<file path="src/rtl/core/llfp_pkg.sv">
// shared types, codes and widths of the linked list free pool manager
package llfp_pkg;

   // default sizes of the pool
   localparam int unsigned DEF_POOL_NODES   = 8;
   localparam int unsigned DEF_PAYLOAD_BITS = 32;

   // fixed field widths on the stream ports
   localparam int unsigned IDX_OUT_BITS      = 4;
   localparam int unsigned PAYLOAD_PORT_BITS = 32;
   localparam int unsigned REQ_TDATA_BITS    = 40;
   localparam int unsigned RSP_TDATA_BITS    = 56;
   localparam int unsigned RSP_PAD_BITS      = 4;

   // operation codes of a request item
   typedef enum logic [1:0] {
      OP_INSERT = 2'd0,
      OP_DELETE = 2'd1,
      OP_READ   = 2'd2,
      OP_CREATE = 2'd3
   } op_type;

   // status codes of a result item
   typedef enum logic [1:0] {
      STAT_OK     = 2'd0,
      STAT_FULL   = 2'd1,
      STAT_EMPTY  = 2'd2,
      STAT_BADPOS = 2'd3
   } status_type;

   // sequencer states
   typedef enum logic [3:0] {
      S_IDLE  = 4'd0,
      S_INS_A = 4'd1,
      S_INS_B = 4'd2,
      S_INS_C = 4'd3,
      S_DEL_H = 4'd4,
      S_DEL_A = 4'd5,
      S_DEL_B = 4'd6,
      S_DEL_C = 4'd7,
      S_RD_A  = 4'd8,
      S_DONE  = 4'd9
   } state_type;

endpackage

</file>
<file path="src/rtl/core/llfp_link_ram.sv">
// next-link memory of the node pool, one write and one registered read port
module llfp_link_ram #(
   parameter int unsigned POOL_NODES = llfp_pkg::DEF_POOL_NODES,
   parameter int unsigned IDX_BITS   = $clog2(POOL_NODES)
) (
   input  logic                clock,
   input  logic                reset,
   input  logic                wr_en,
   input  logic [IDX_BITS-1:0] wr_addr,
   input  logic [IDX_BITS:0]   wr_link,
   input  logic [IDX_BITS-1:0] rd_addr,
   output logic [IDX_BITS:0]   rd_link
);
   import llfp_pkg::*;

   localparam logic [IDX_BITS:0] NIL_LINK = {1'b1, {IDX_BITS{1'b0}}};

   logic [IDX_BITS:0]     link_mem [POOL_NODES];
   logic [POOL_NODES-1:0] valid_ff;
   logic [IDX_BITS:0]     rd_link_ff;
   logic [IDX_BITS:0]     chain_link;

   // an entry never written links to the next node, the last one to nil
   assign chain_link = (rd_addr == IDX_BITS'(POOL_NODES - 1)) ? NIL_LINK
                                                             : {1'b0, rd_addr + 1'b1};

   // written flags, cleared by reset
   always_ff @(posedge clock) begin
      if (reset) begin
         valid_ff <= '0;
      end else if (wr_en) begin
         valid_ff[wr_addr] <= 1'b1;
      end
   end

   // storage write
   always_ff @(posedge clock) begin
      if (wr_en) begin
         link_mem[wr_addr] <= wr_link;
      end
   end

   // registered read
   always_ff @(posedge clock) begin
      rd_link_ff <= valid_ff[rd_addr] ? link_mem[rd_addr] : chain_link;
   end

   assign rd_link = rd_link_ff;

endmodule

</file>
<file path="src/rtl/core/llfp_data_ram.sv">
// payload memory of the node pool, one write and one registered read port
module llfp_data_ram #(
   parameter int unsigned POOL_NODES = llfp_pkg::DEF_POOL_NODES,
   parameter int unsigned IDX_BITS   = $clog2(POOL_NODES),
   parameter int unsigned DATA_BITS  = llfp_pkg::DEF_PAYLOAD_BITS
) (
   input  logic                 clock,
   input  logic                 reset,
   input  logic                 wr_en,
   input  logic [IDX_BITS-1:0]  wr_addr,
   input  logic [DATA_BITS-1:0] wr_data,
   input  logic [IDX_BITS-1:0]  rd_addr,
   output logic [DATA_BITS-1:0] rd_data
);
   import llfp_pkg::*;

   logic [DATA_BITS-1:0]  data_mem [POOL_NODES];
   logic [POOL_NODES-1:0] valid_ff;
   logic [DATA_BITS-1:0]  rd_data_ff;

   // written flags, cleared by reset
   always_ff @(posedge clock) begin
      if (reset) begin
         valid_ff <= '0;
      end else if (wr_en) begin
         valid_ff[wr_addr] <= 1'b1;
      end
   end

   // storage write
   always_ff @(posedge clock) begin
      if (wr_en) begin
         data_mem[wr_addr] <= wr_data;
      end
   end

   // registered read, an entry never written reads all ones
   always_ff @(posedge clock) begin
      rd_data_ff <= valid_ff[rd_addr] ? data_mem[rd_addr] : '1;
   end

   assign rd_data = rd_data_ff;

endmodule

</file>
<file path="src/rtl/core/linked_list_free_pool_manager.sv">
// top level: list sequencer, head registers and result register of the pool manager
// sequence: create and early failures go straight to S_DONE; read, insert at head, delete at
//    head and delete with no successor pass S_RD_A, S_INS_A, S_DEL_H or S_DEL_A; insert or
//    delete after a node pass S_INS_A-C or S_DEL_A-C; one item at a time; link port used in turn
// reset: synchronous; list empty, every node chained free, payloads read all ones,
//    done by written flags in the memories, so items are taken right after reset
module linked_list_free_pool_manager #(
   parameter int unsigned POOL_NODES   = llfp_pkg::DEF_POOL_NODES,
   parameter int unsigned PAYLOAD_BITS = llfp_pkg::DEF_PAYLOAD_BITS
) (
   input  logic                                clock,
   input  logic                                reset,
   // operation[1:0], position[5:2], payload[37:6], zero[39:38]
   input  logic [llfp_pkg::REQ_TDATA_BITS-1:0] req_tdata,
   input  logic                                req_tvalid,
   output logic                                req_tready,
   // status[1:0], node_index[5:2], payload_out[37:6], next_index[41:38],
   // head_index[45:42], free_index[49:46], list_empty[50], pool_full[51], zero[55:52]
   output logic [llfp_pkg::RSP_TDATA_BITS-1:0] rsp_tdata,
   output logic                                rsp_tvalid,
   input  logic                                rsp_tready
);
   import llfp_pkg::*;

   localparam int unsigned IDX_BITS   = $clog2(POOL_NODES);
   localparam int unsigned LINK_BITS  = IDX_BITS + 1;
   localparam int unsigned STORE_BITS = (PAYLOAD_BITS < PAYLOAD_PORT_BITS) ? PAYLOAD_BITS
                                                                            : PAYLOAD_PORT_BITS;
   localparam logic [LINK_BITS-1:0] NIL_LINK = {1'b1, {IDX_BITS{1'b0}}};

   // link to port index, nil shows as all ones
   function automatic logic [IDX_OUT_BITS-1:0] idx_out(input logic [LINK_BITS-1:0] lnk);
      idx_out = lnk[IDX_BITS] ? '1 : IDX_OUT_BITS'(lnk[IDX_BITS-1:0]);
   endfunction

   state_type                state_ff, state_in;
   logic [LINK_BITS-1:0]     list_head_ff, list_head_in;
   logic [LINK_BITS-1:0]     free_head_ff, free_head_in;
   logic [IDX_BITS-1:0]      pos_ff, pos_in;
   logic                     nil_ff, nil_in;
   logic [STORE_BITS-1:0]    data_ff, data_in;
   logic [IDX_BITS-1:0]      t_ff, t_in;
   logic [LINK_BITS-1:0]     tmp_ff, tmp_in;
   status_type               res_status_ff, res_status_in;
   logic [LINK_BITS-1:0]     res_node_ff, res_node_in;
   logic [STORE_BITS-1:0]    res_pay_ff, res_pay_in;
   logic [LINK_BITS-1:0]     res_next_ff, res_next_in;
   logic [RSP_TDATA_BITS-1:0] rsp_tdata_ff, rsp_tdata_in;
   logic                     rsp_tvalid_ff, rsp_tvalid_in;

   op_type                   req_op;
   logic [3:0]               req_raw;
   logic [PAYLOAD_PORT_BITS-1:0] req_pay;
   logic                     req_nil;
   logic                     req_range;
   logic [IDX_BITS-1:0]      req_pos;

   logic                     link_wr_en;
   logic [IDX_BITS-1:0]      link_wr_addr;
   logic [LINK_BITS-1:0]     link_wr_link;
   logic [IDX_BITS-1:0]      link_rd_addr;
   logic [LINK_BITS-1:0]     link_rd_link;
   logic                     data_wr_en;
   logic [IDX_BITS-1:0]      data_wr_addr;
   logic [STORE_BITS-1:0]    data_wr_data;
   logic [STORE_BITS-1:0]    data_rd_data;
   logic                     out_load;

   // request field decode
   assign req_op    = op_type'(req_tdata[1:0]);
   assign req_raw   = req_tdata[5:2];
   assign req_pay   = req_tdata[37:6];
   assign req_nil   = (req_raw == 4'hF);
   assign req_range = !req_raw[3] && ({29'd0, req_raw[2:0]} < 32'(POOL_NODES));
   assign req_pos   = IDX_BITS'(req_raw[2:0]);

   // node memories
   llfp_link_ram #(
      .POOL_NODES (POOL_NODES),
      .IDX_BITS   (IDX_BITS)
   ) u_link_ram (
      .clock   (clock),
      .reset   (reset),
      .wr_en   (link_wr_en),
      .wr_addr (link_wr_addr),
      .wr_link (link_wr_link),
      .rd_addr (link_rd_addr),
      .rd_link (link_rd_link)
   );

   llfp_data_ram #(
      .POOL_NODES (POOL_NODES),
      .IDX_BITS   (IDX_BITS),
      .DATA_BITS  (STORE_BITS)
   ) u_data_ram (
      .clock   (clock),
      .reset   (reset),
      .wr_en   (data_wr_en),
      .wr_addr (data_wr_addr),
      .wr_data (data_wr_data),
      .rd_addr (req_pos),
      .rd_data (data_rd_data)
   );

   // control registers
   always_ff @(posedge clock) begin
      if (reset) begin
         state_ff      <= S_IDLE;
         list_head_ff  <= NIL_LINK;
         free_head_ff  <= '0;
         rsp_tvalid_ff <= 1'b0;
      end else begin
         state_ff      <= state_in;
         list_head_ff  <= list_head_in;
         free_head_ff  <= free_head_in;
         rsp_tvalid_ff <= rsp_tvalid_in;
      end
   end

   // working and result registers
   always_ff @(posedge clock) begin
      pos_ff        <= pos_in;
      nil_ff        <= nil_in;
      data_ff       <= data_in;
      t_ff          <= t_in;
      tmp_ff        <= tmp_in;
      res_status_ff <= res_status_in;
      res_node_ff   <= res_node_in;
      res_pay_ff    <= res_pay_in;
      res_next_ff   <= res_next_in;
      rsp_tdata_ff  <= rsp_tdata_in;
   end

   // sequencer: next state, head updates and memory accesses
   always_comb begin
      state_in      = state_ff;
      list_head_in  = list_head_ff;
      free_head_in  = free_head_ff;
      pos_in        = pos_ff;
      nil_in        = nil_ff;
      data_in       = data_ff;
      t_in          = t_ff;
      tmp_in        = tmp_ff;
      res_status_in = res_status_ff;
      res_node_in   = res_node_ff;
      res_pay_in    = res_pay_ff;
      res_next_in   = res_next_ff;
      req_tready    = 1'b0;
      link_wr_en    = 1'b0;
      link_wr_addr  = t_ff;
      link_wr_link  = free_head_ff;
      link_rd_addr  = pos_ff;
      data_wr_en    = 1'b0;
      data_wr_addr  = t_ff;
      data_wr_data  = '1;
      out_load      = 1'b0;

      case (state_ff)
         S_IDLE: begin
            req_tready = !reset;
            if (req_tvalid && req_tready) begin
               pos_in        = req_pos;
               nil_in        = req_nil;
               data_in       = req_pay[STORE_BITS-1:0];
               res_status_in = STAT_OK;
               res_node_in   = NIL_LINK;
               res_pay_in    = '0;
               res_next_in   = NIL_LINK;
               case (req_op)
                  OP_INSERT: begin
                     if (free_head_ff[IDX_BITS]) begin
                        res_status_in = STAT_FULL;
                        state_in      = S_DONE;
                     end else if (!req_nil && !req_range) begin
                        res_status_in = STAT_BADPOS;
                        state_in      = S_DONE;
                     end else begin
                        link_rd_addr = free_head_ff[IDX_BITS-1:0];
                        t_in         = free_head_ff[IDX_BITS-1:0];
                        state_in     = S_INS_A;
                     end
                  end
                  OP_DELETE: begin
                     if (list_head_ff[IDX_BITS]) begin
                        res_status_in = STAT_EMPTY;
                        state_in      = S_DONE;
                     end else if (req_nil) begin
                        link_rd_addr = list_head_ff[IDX_BITS-1:0];
                        t_in         = list_head_ff[IDX_BITS-1:0];
                        state_in     = S_DEL_H;
                     end else if (!req_range) begin
                        res_status_in = STAT_BADPOS;
                        state_in      = S_DONE;
                     end else begin
                        link_rd_addr = req_pos;
                        state_in     = S_DEL_A;
                     end
                  end
                  OP_READ: begin
                     if (!req_range) begin
                        res_status_in = STAT_BADPOS;
                        state_in      = S_DONE;
                     end else begin
                        link_rd_addr = req_pos;
                        state_in     = S_RD_A;
                     end
                  end
                  OP_CREATE: begin
                     list_head_in = NIL_LINK;
                     state_in     = S_DONE;
                  end
                  default: begin
                     state_in = S_DONE;
                  end
               endcase
            end
         end
         // insert: link of the taken node is back, store the payload
         S_INS_A: begin
            tmp_in       = link_rd_link;
            res_node_in  = {1'b0, t_ff};
            data_wr_en   = 1'b1;
            data_wr_data = data_ff;
            if (nil_ff) begin
               link_wr_en   = 1'b1;
               link_wr_link = list_head_ff;
               list_head_in = {1'b0, t_ff};
               free_head_in = link_rd_link;
               state_in     = S_DONE;
            end else begin
               link_rd_addr = pos_ff;
               state_in     = S_INS_B;
            end
         end
         // insert: new node takes over the predecessor's link
         S_INS_B: begin
            link_wr_en   = 1'b1;
            link_wr_link = link_rd_link;
            state_in     = S_INS_C;
         end
         // insert: predecessor points to the new node
         S_INS_C: begin
            link_wr_en   = 1'b1;
            link_wr_addr = pos_ff;
            link_wr_link = {1'b0, t_ff};
            free_head_in = tmp_ff;
            state_in     = S_DONE;
         end
         // delete at head: unlink and push onto the free list
         S_DEL_H: begin
            list_head_in = link_rd_link;
            link_wr_en   = 1'b1;
            data_wr_en   = 1'b1;
            free_head_in = {1'b0, t_ff};
            res_node_in  = {1'b0, t_ff};
            state_in     = S_DONE;
         end
         // delete after a node: successor known, fetch its link
         S_DEL_A: begin
            if (link_rd_link[IDX_BITS]) begin
               res_status_in = STAT_BADPOS;
               state_in      = S_DONE;
            end else begin
               t_in         = link_rd_link[IDX_BITS-1:0];
               link_rd_addr = link_rd_link[IDX_BITS-1:0];
               state_in     = S_DEL_B;
            end
         end
         // delete: predecessor skips the removed node
         S_DEL_B: begin
            link_wr_en   = 1'b1;
            link_wr_addr = pos_ff;
            link_wr_link = link_rd_link;
            state_in     = S_DEL_C;
         end
         // delete: removed node goes onto the free list
         S_DEL_C: begin
            link_wr_en   = 1'b1;
            data_wr_en   = 1'b1;
            free_head_in = {1'b0, t_ff};
            res_node_in  = {1'b0, t_ff};
            state_in     = S_DONE;
         end
         // read: both memories answered
         S_RD_A: begin
            res_node_in = {1'b0, pos_ff};
            res_pay_in  = data_rd_data;
            res_next_in = link_rd_link;
            state_in    = S_DONE;
         end
         // hand the result to the output register once it is free
         S_DONE: begin
            if (!rsp_tvalid_ff || rsp_tready) begin
               out_load = 1'b1;
               state_in = S_IDLE;
            end
         end
         default: begin
            state_in = S_IDLE;
         end
      endcase
   end

   // output register
   always_comb begin
      rsp_tdata_in  = rsp_tdata_ff;
      rsp_tvalid_in = rsp_tvalid_ff && !rsp_tready;
      if (out_load) begin
         rsp_tvalid_in = 1'b1;
         rsp_tdata_in  = {{RSP_PAD_BITS{1'b0}},
                          free_head_ff[IDX_BITS],
                          list_head_ff[IDX_BITS],
                          idx_out(free_head_ff),
                          idx_out(list_head_ff),
                          idx_out(res_next_ff),
                          PAYLOAD_PORT_BITS'(res_pay_ff),
                          idx_out(res_node_ff),
                          res_status_ff};
      end
   end

   assign rsp_tdata  = rsp_tdata_ff;
   assign rsp_tvalid = rsp_tvalid_ff;

   // a failed operation never names a node
   assert property (@(posedge clock) disable iff (reset)
      rsp_tvalid && (rsp_tdata[1:0] != STAT_OK) |-> (rsp_tdata[5:2] == 4'hF))
      else $error("failed operation reports a node");

   // no memory write while waiting for an item
   assert property (@(posedge clock) disable iff (reset)
      (state_ff == S_IDLE) |-> (!link_wr_en && !data_wr_en))
      else $error("memory write while idle");

   // a new result only ever comes out of the hand-off state
   assert property (@(posedge clock) disable iff (reset)
      $rose(rsp_tvalid) |-> ($past(state_ff) == S_DONE))
      else $error("result shown without hand-off");

endmodule

</file>
<file path="config.mk">
export PLATFORM = sky130hd
export DESIGN_NAME = linked_list_free_pool_manager
export DESIGN_NICKNAME = d
export VERILOG_FILES = /design/src/rtl/core/llfp_pkg.sv /design/src/rtl/core/llfp_link_ram.sv /design/src/rtl/core/llfp_data_ram.sv /design/src/rtl/core/linked_list_free_pool_manager.sv
export SDC_FILE = /design/constraint.sdc
export NUM_CORES = 1
export LEC_CHECK = 0
export ABC_CLOCK_PERIOD_IN_PS = 7000
export BUFFER_PORTS_ARGS = -buffer_cell sky130_fd_sc_hd__clkbuf_2
export CORE_UTILIZATION = 60
export DETAILED_ROUTE_END_ITERATION = 6
export PLACE_DENSITY = 0.84
export SYNTH_ARGS = -nofsm -noshare
export SYNTH_HDL_FRONTEND = slang
export SYNTH_SLANG_ARGS = --single-unit
</file>
<file path="constraint.sdc">
create_clock -name clock -period 7 [get_ports clock]
set_input_delay 0 -clock clock [delete_from_list [all_inputs] [get_ports clock]]
set_output_delay 0 -clock clock [all_outputs]
set_load 0.01 [all_outputs]
</file>
After elaboration in Yosys (flattened, before gate mapping)
Memories as Yosys holds them, arrays and structs flattened. A register that Yosys moved wholly into a read port is not among the register bits.
Index checks and enable logic that the tools add are counted.

word-level totals
  register bits after elaboration = 170
  latch bits = 0
  RAM bits = 288
  bits in read-only memories = 0
  output and inout bits = 58
  word-level logic and storage cells = 167
  memories kept = 2

operators by class
  add/subtract/negate cells = 1
  multipliers = 0
  div/mod/pow operators = 0
  $lt $le $gt $ge = 6
  eq/ne operators = 25
  shifts and indexed selects = 0
  muxes and demuxes = 78
  bitwise gates (word level) = 2
  reduce and logical (&&, ||, !) cells = 32

memories
  name                 depth  width  rd ports  clocked after Yosys merged registers in  write ports  line                 source
  u_data_ram.data_mem  8      32     1         1                                        1            llfp_data_ram.sv:17  logic [DATA_BITS-1:0] data_mem [POOL_NODES];
  u_link_ram.link_mem  8      4      1         0                                        1            llfp_link_ram.sv:18  logic [IDX_BITS:0] link_mem [POOL_NODES];

operator list
  kind                number
  $mux 4              21
  $mux 32             2
  $pmux 32 s2         1
  $pmux 4 s3          4
  $mux 3              14
  $pmux 4 s7          1
  $pmux 3 s2          3
  $eq 4x3->1 const B  4
  $lt 3x4->1 const B  4
  $or 8x8->8          2
  $pmux 4 s4          1
  $mux 1              15
  $mux 2              7
  $eq 4x4->1 const B  3
  $ne 3x3->1 const B  4
  $reduce_and 2->1    5
  $pmux 3 s3          1
  $reduce_bool 3->1   3
  $eq 4x2->1 const B  2
  $ne 2x2->1 const B  4
  $pmux 4 s2          1
  $reduce_and 8->1    1
  $bmux 1 s3          2
  $demux 1 s3         2
  23 further kinds    37

Depth between registers and ports, before layout
  depth in word-level cells = 11
  depth in mapped cells = 14

Cells and area by module
A second synthesis with hierarchy kept.

second synthesis, totals
  cells, all modules = 1040
  area, all modules = 18989.5 um2

by module, submodules not included
  module                         times used  cells an instance  area each (um2)  seq. area each (um2)
  llfp_data_ram                  1           471                10809.1          8488.1
  linked_list_free_pool_manager  1           477                6408.6           4314.1
  llfp_link_ram                  1           92                 1771.7           1201.2

Worst setup path after synthesis
Ideal clock, no wire load.

  path type = register to register
  start point = register state_ff[0]
  end point = register rsp_tdata_ff[0], in the netlist rsp_tdata[0] (enable)
  setup time = 530 ps
  arrival = 4757 ps
  setup slack = 1713 ps
  cell stages (with the launch flop) = 4
  path buffers = 2
  period minus slack after synthesis = 5287 ps
  cell sequence = dfxtp_1 > clkbuf_1 > clkbuf_1 > nor3b_1

between the ends
  word-level cells in the longest chain between the ends = 2

ends and longest elaborated chain
  item                    line                                  source
  start, declared         linked_list_free_pool_manager.sv:36   state_type state_ff, state_in;
  start signal, assigned  linked_list_free_pool_manager.sv:113  state_ff <= state_in;
  $eq 4x4->1              linked_list_free_pool_manager.sv:158  case (state_ff)
  $mux 1                  linked_list_free_pool_manager.sv:158
  net out_load            linked_list_free_pool_manager.sv:67   logic out_load;
  end signal, assigned    linked_list_free_pool_manager.sv:131  rsp_tdata_ff <= rsp_tdata_in;
  end, declared           linked_list_free_pool_manager.sv:48   logic [RSP_TDATA_BITS-1:0] rsp_tdata_ff, rsp_tdata_in;

The timed path passes the listed nets, and every way through them passes these cells.
A chain may end at the register's enable or synchronous reset.

Worst setup path in the final report
  start point = register state_ff[0]
  end point = register u_link_ram.rd_link_ff[0], in the netlist u_link_ram.rd_link[0]

between the ends
  word-level cells in the longest chain between the ends = 5
  elaborated cells on any way between the ends = 10
  those cells by class = add/sub (1); eq/ne (2); mux (5); reduce/logical (1); memory (1)

ends and longest elaborated chain
  item                                                  line                                      source
  $eq 4x3->1 / $logic_not 4->1 (equally long branches)  linked_list_free_pool_manager.sv:158
  $pmux 3 s2 *                                          linked_list_free_pool_manager.sv:158
  $add 3x1->3, or another cell as far along             llfp_link_ram.sv:25                       : {1'b0, rd_addr + 1'b1};
  $mux 4 / $mux 1 (equally long branches)               llfp_link_ram.sv:24, llfp_link_ram.sv:45
  $mux 4 *                                              llfp_link_ram.sv:45                       rd_link_ff <= valid_ff[rd_addr] ? link_mem[rd_addr] : chain_link;
  end signal, assigned                                  llfp_link_ram.sv:45
  end, declared                                         llfp_link_ram.sv:20                       logic [IDX_BITS:0] rd_link_ff;

Mark *: on every way between the ends. The rest lies on a longest branch, timed or not. The select of a mux whose other input is x is not followed.

==> metrics <==
FMAX 250 MHz; commonest cells after routing, fill and taps aside edfxtp_1, clkbuf_2, nand2_1, mux4_2, dfxtp_1; commonest non-fill, non-tap cell in the layout edfxtp_1; TritonCTS Sinks 488; DRC 0; Placed Instances 1549; Mapped Area 18800 sq um; CP required 7480 ps; R2R Path End u_link_ram.rd_link[0]; Finished Layout Cells 1669; Slowest cell on crit path dfxtp_1; Yosys cell types 69; period utilization 57.3%; yosys warns 0; pre-CTS WS 3110 ps; Synth Flop Type edfxtp_1; leakage power 7.15 nW; Antenna Nets Post-Route 0; peak supply drop 250 uV; wire per inst 23.5 microns; first-pass GRT wire length 59300 microns; cell family with most CP delay simple AND/OR/NAND/NOR gates; GRT Total Usage 25.3%; Max Slew Vio Count 0; multi-input logic area 4490 sq um; R2R Setup Slk 2990 ps; Sequential cell area 14000 sq um; worst min-delay path startpoint req_tdata[1]; # Post-CTS Setup Buffers 0; CTS tree built; via/cell ratio 6.18; grt ovf 0; pin count of the biggest net entering global routing 75; worst slew pin tran 1290 ps; WP buf/inv 2; RSZ-0062 raised after global routing false; hpwl dp 20300 microns; headroom to the max-slew limit 14.3%; fraction of registers with async set/reset 0%; P per Cell Area 354 nW/um^2; Hold WS 54.3 ps; FF-to-FF Start state_ff[0]; Initial Util 61.2%; WHS Path Cells 3; Clock Skew 29.6 ps; NumNets Final 1282; antenna violations before repair 0; setup slack after layout 2990 ps; gpl congestion 0.966; num rows 64; Worst EP arrival 4490 ps; die height 179 microns; width of the die 179 microns; Finish-stage setup viols 0; # diodes 0; number of global-route vias before repair 10400; H-Tree Depth 2; outcome finished clean; flops & latches, synth 488; post-synthesis cell count 1104; number of synthesized flops with an enable pin 423; first drt pass iteration count 5; crit path kind flop to flop; Worst path max stage delay 970 ps; # Max-Cap Violations 0; Fill cells 1863; Core ar. 30700 sq um; FF-to-FF path depth 11; IO Pins 102; Max clock buf depth 3; CP startpoint kind flop; setup TNS 0 ps; Hold WC Path Type input pin to flop; mean post-synth cell area 17.0 sq um; clk slew on worst S/H paths 70 ps; number of port buffers 95; clock buffer count from CTS 46; cells along the critical path nor4_4, nand2_4, clkinv_2, nand4_1, and3_1, nand2_1, ha_1, ha_1, inv_1, nand3_1, mux2i_1; Vias 10300; WHS Endpoint res_status_ff[1]; Final Hold Fails 0; Setup crit end kind flop; initial DRC count 1142; Core Util, Final 70.1%; ratio of cells with drive above 1 in the final layout 22.8%; Post-Route WL 39300 microns; clock latency at the later pin of the worst-skew pair 570 ps; min Tclk post-route 4010 ps; full die area 32000 sq um; crit-path max FO 38; most used cell along the critical path ha_1; post-synthesis sequential area ratio 74.6%; CTS Root Cell clkbuf_16; P&R area growth vs syn 14.6%
-- stage by stage --
stage | cell area [sq um] | power, mW
after floorplan | 18800 | 4.75
after global placement | 19600 | 5.08
after detailed placement | 19600 | 5.15
after CTS | 21500 | 7.62
after global routing | 21500 | 7.87
final | 21500 | 7.60
-- layout make-up --
cell class / count / share of cell area, %
timing repair buffer: 146 / 4.41
clock inverter: 24 / 1.11
multi-input combinational: 542 / 20.9
clock buffer: 61 / 5.94
inverter: 12 / 0.215
sequential: 488 / 65.1
tap: 396 / 2.30
-- where the power goes --
| part | switching [mW] | internal, mW | total, mW |
|---|---|---|---|
| registers | 0.191 | 3.74 | 3.93 |
| logic | 0.810 | 0.391 | 1.20 |
| clock network | 1.06 | 1.41 | 2.47 |
| total | 2.06 | 5.54 | 7.60 |
-- sequential cells by signal, summed over array words and instances, names as in the netlist --
name,flops
tmp_ff,4
u_data_ram.data_mem,256
rsp_tdata,50
u_link_ram.link_mem,32
res_pay_ff,32
u_link_ram.rd_link,4
data_wr_addr,3
res_node_ff,4
free_head_ff,4
u_data_ram.valid_ff,8
nil_ff,1
rsp_tvalid,1
res_status_ff,2
data_ff,32
state_ff,4
u_link_ram.valid_ff,8
list_head_ff,4
res_next_ff,4
u_data_ram.rd_data,32
pos_ff,3
-- synth_stat cells, types with 11 or more instances --
cell	instances	area, sq um
dfxtp_1	65	1300
inv_1	11	41.3
a21oi_1	17	85.1
or2_2	13	81.3
and2_1	37	231
nor2_1	64	240
mux2i_1	47	470
edfxtp_1	423	12700
clkbuf_1	30	113
mux4_2	66	1490
nand2_1	66	248
buf_2	16	80.1
nand2b_1	45	282
o21ai_0	28	140
nand3_1	43	215
-- layer usage --
metal	GRT usage (%)	wire length, microns	up-vias
li1	-	-	4509
met1	32.0	14800	5162
met2	44.0	20400	524
met3	4.05	2760	117
met4	9.39	1260	0
met5	0	0	-
-- cell families (layout without fill, tap and decap cells) --
group	Yosys count	in the layout	share of synthesized area, %
other	1	4	0.0200
DFF	488	488	74.6
muxes	116	116	10.6
adders and majority gates	2	2	0.133
xor gates and xnor gates	2	2	0.0934
buffers and inverters	77	243	1.91
and+or+nand+nor	316	316	8.90
AOI/OAI and AO/OA	102	102	3.69
-- how the worst max path moves through the flow --
stage          slack [ps]                     to  cells after the start   startpoint
6_report             2990  u_link_ram.rd_link[0]                     11  state_ff[0]
5_1_grt              2790  u_link_ram.rd_link[0]                     11  state_ff[0]
4_1_cts              3080  u_link_ram.rd_link[0]                     11  state_ff[0]
3_5_place_dp         3110  u_link_ram.rd_link[0]                     11  state_ff[0]
3_3_place_gp         3190  u_link_ram.rd_link[0]                     11  state_ff[0]
2_1_floorplan        1710           rsp_tdata[0]                      3  state_ff[0]
-- tightest hold or removal path, stage by stage --
cell and delay, ps:
clkbuf_2 190, a21oi_1 170, o31ai_1 80
-- repair_timing --
item | CTS | global route
hold buffers | 35 | 0
hold endpoints to repair | 37 | 0
gates resized for setup | 0 | 0
Power figures use the tool's default switching activity.
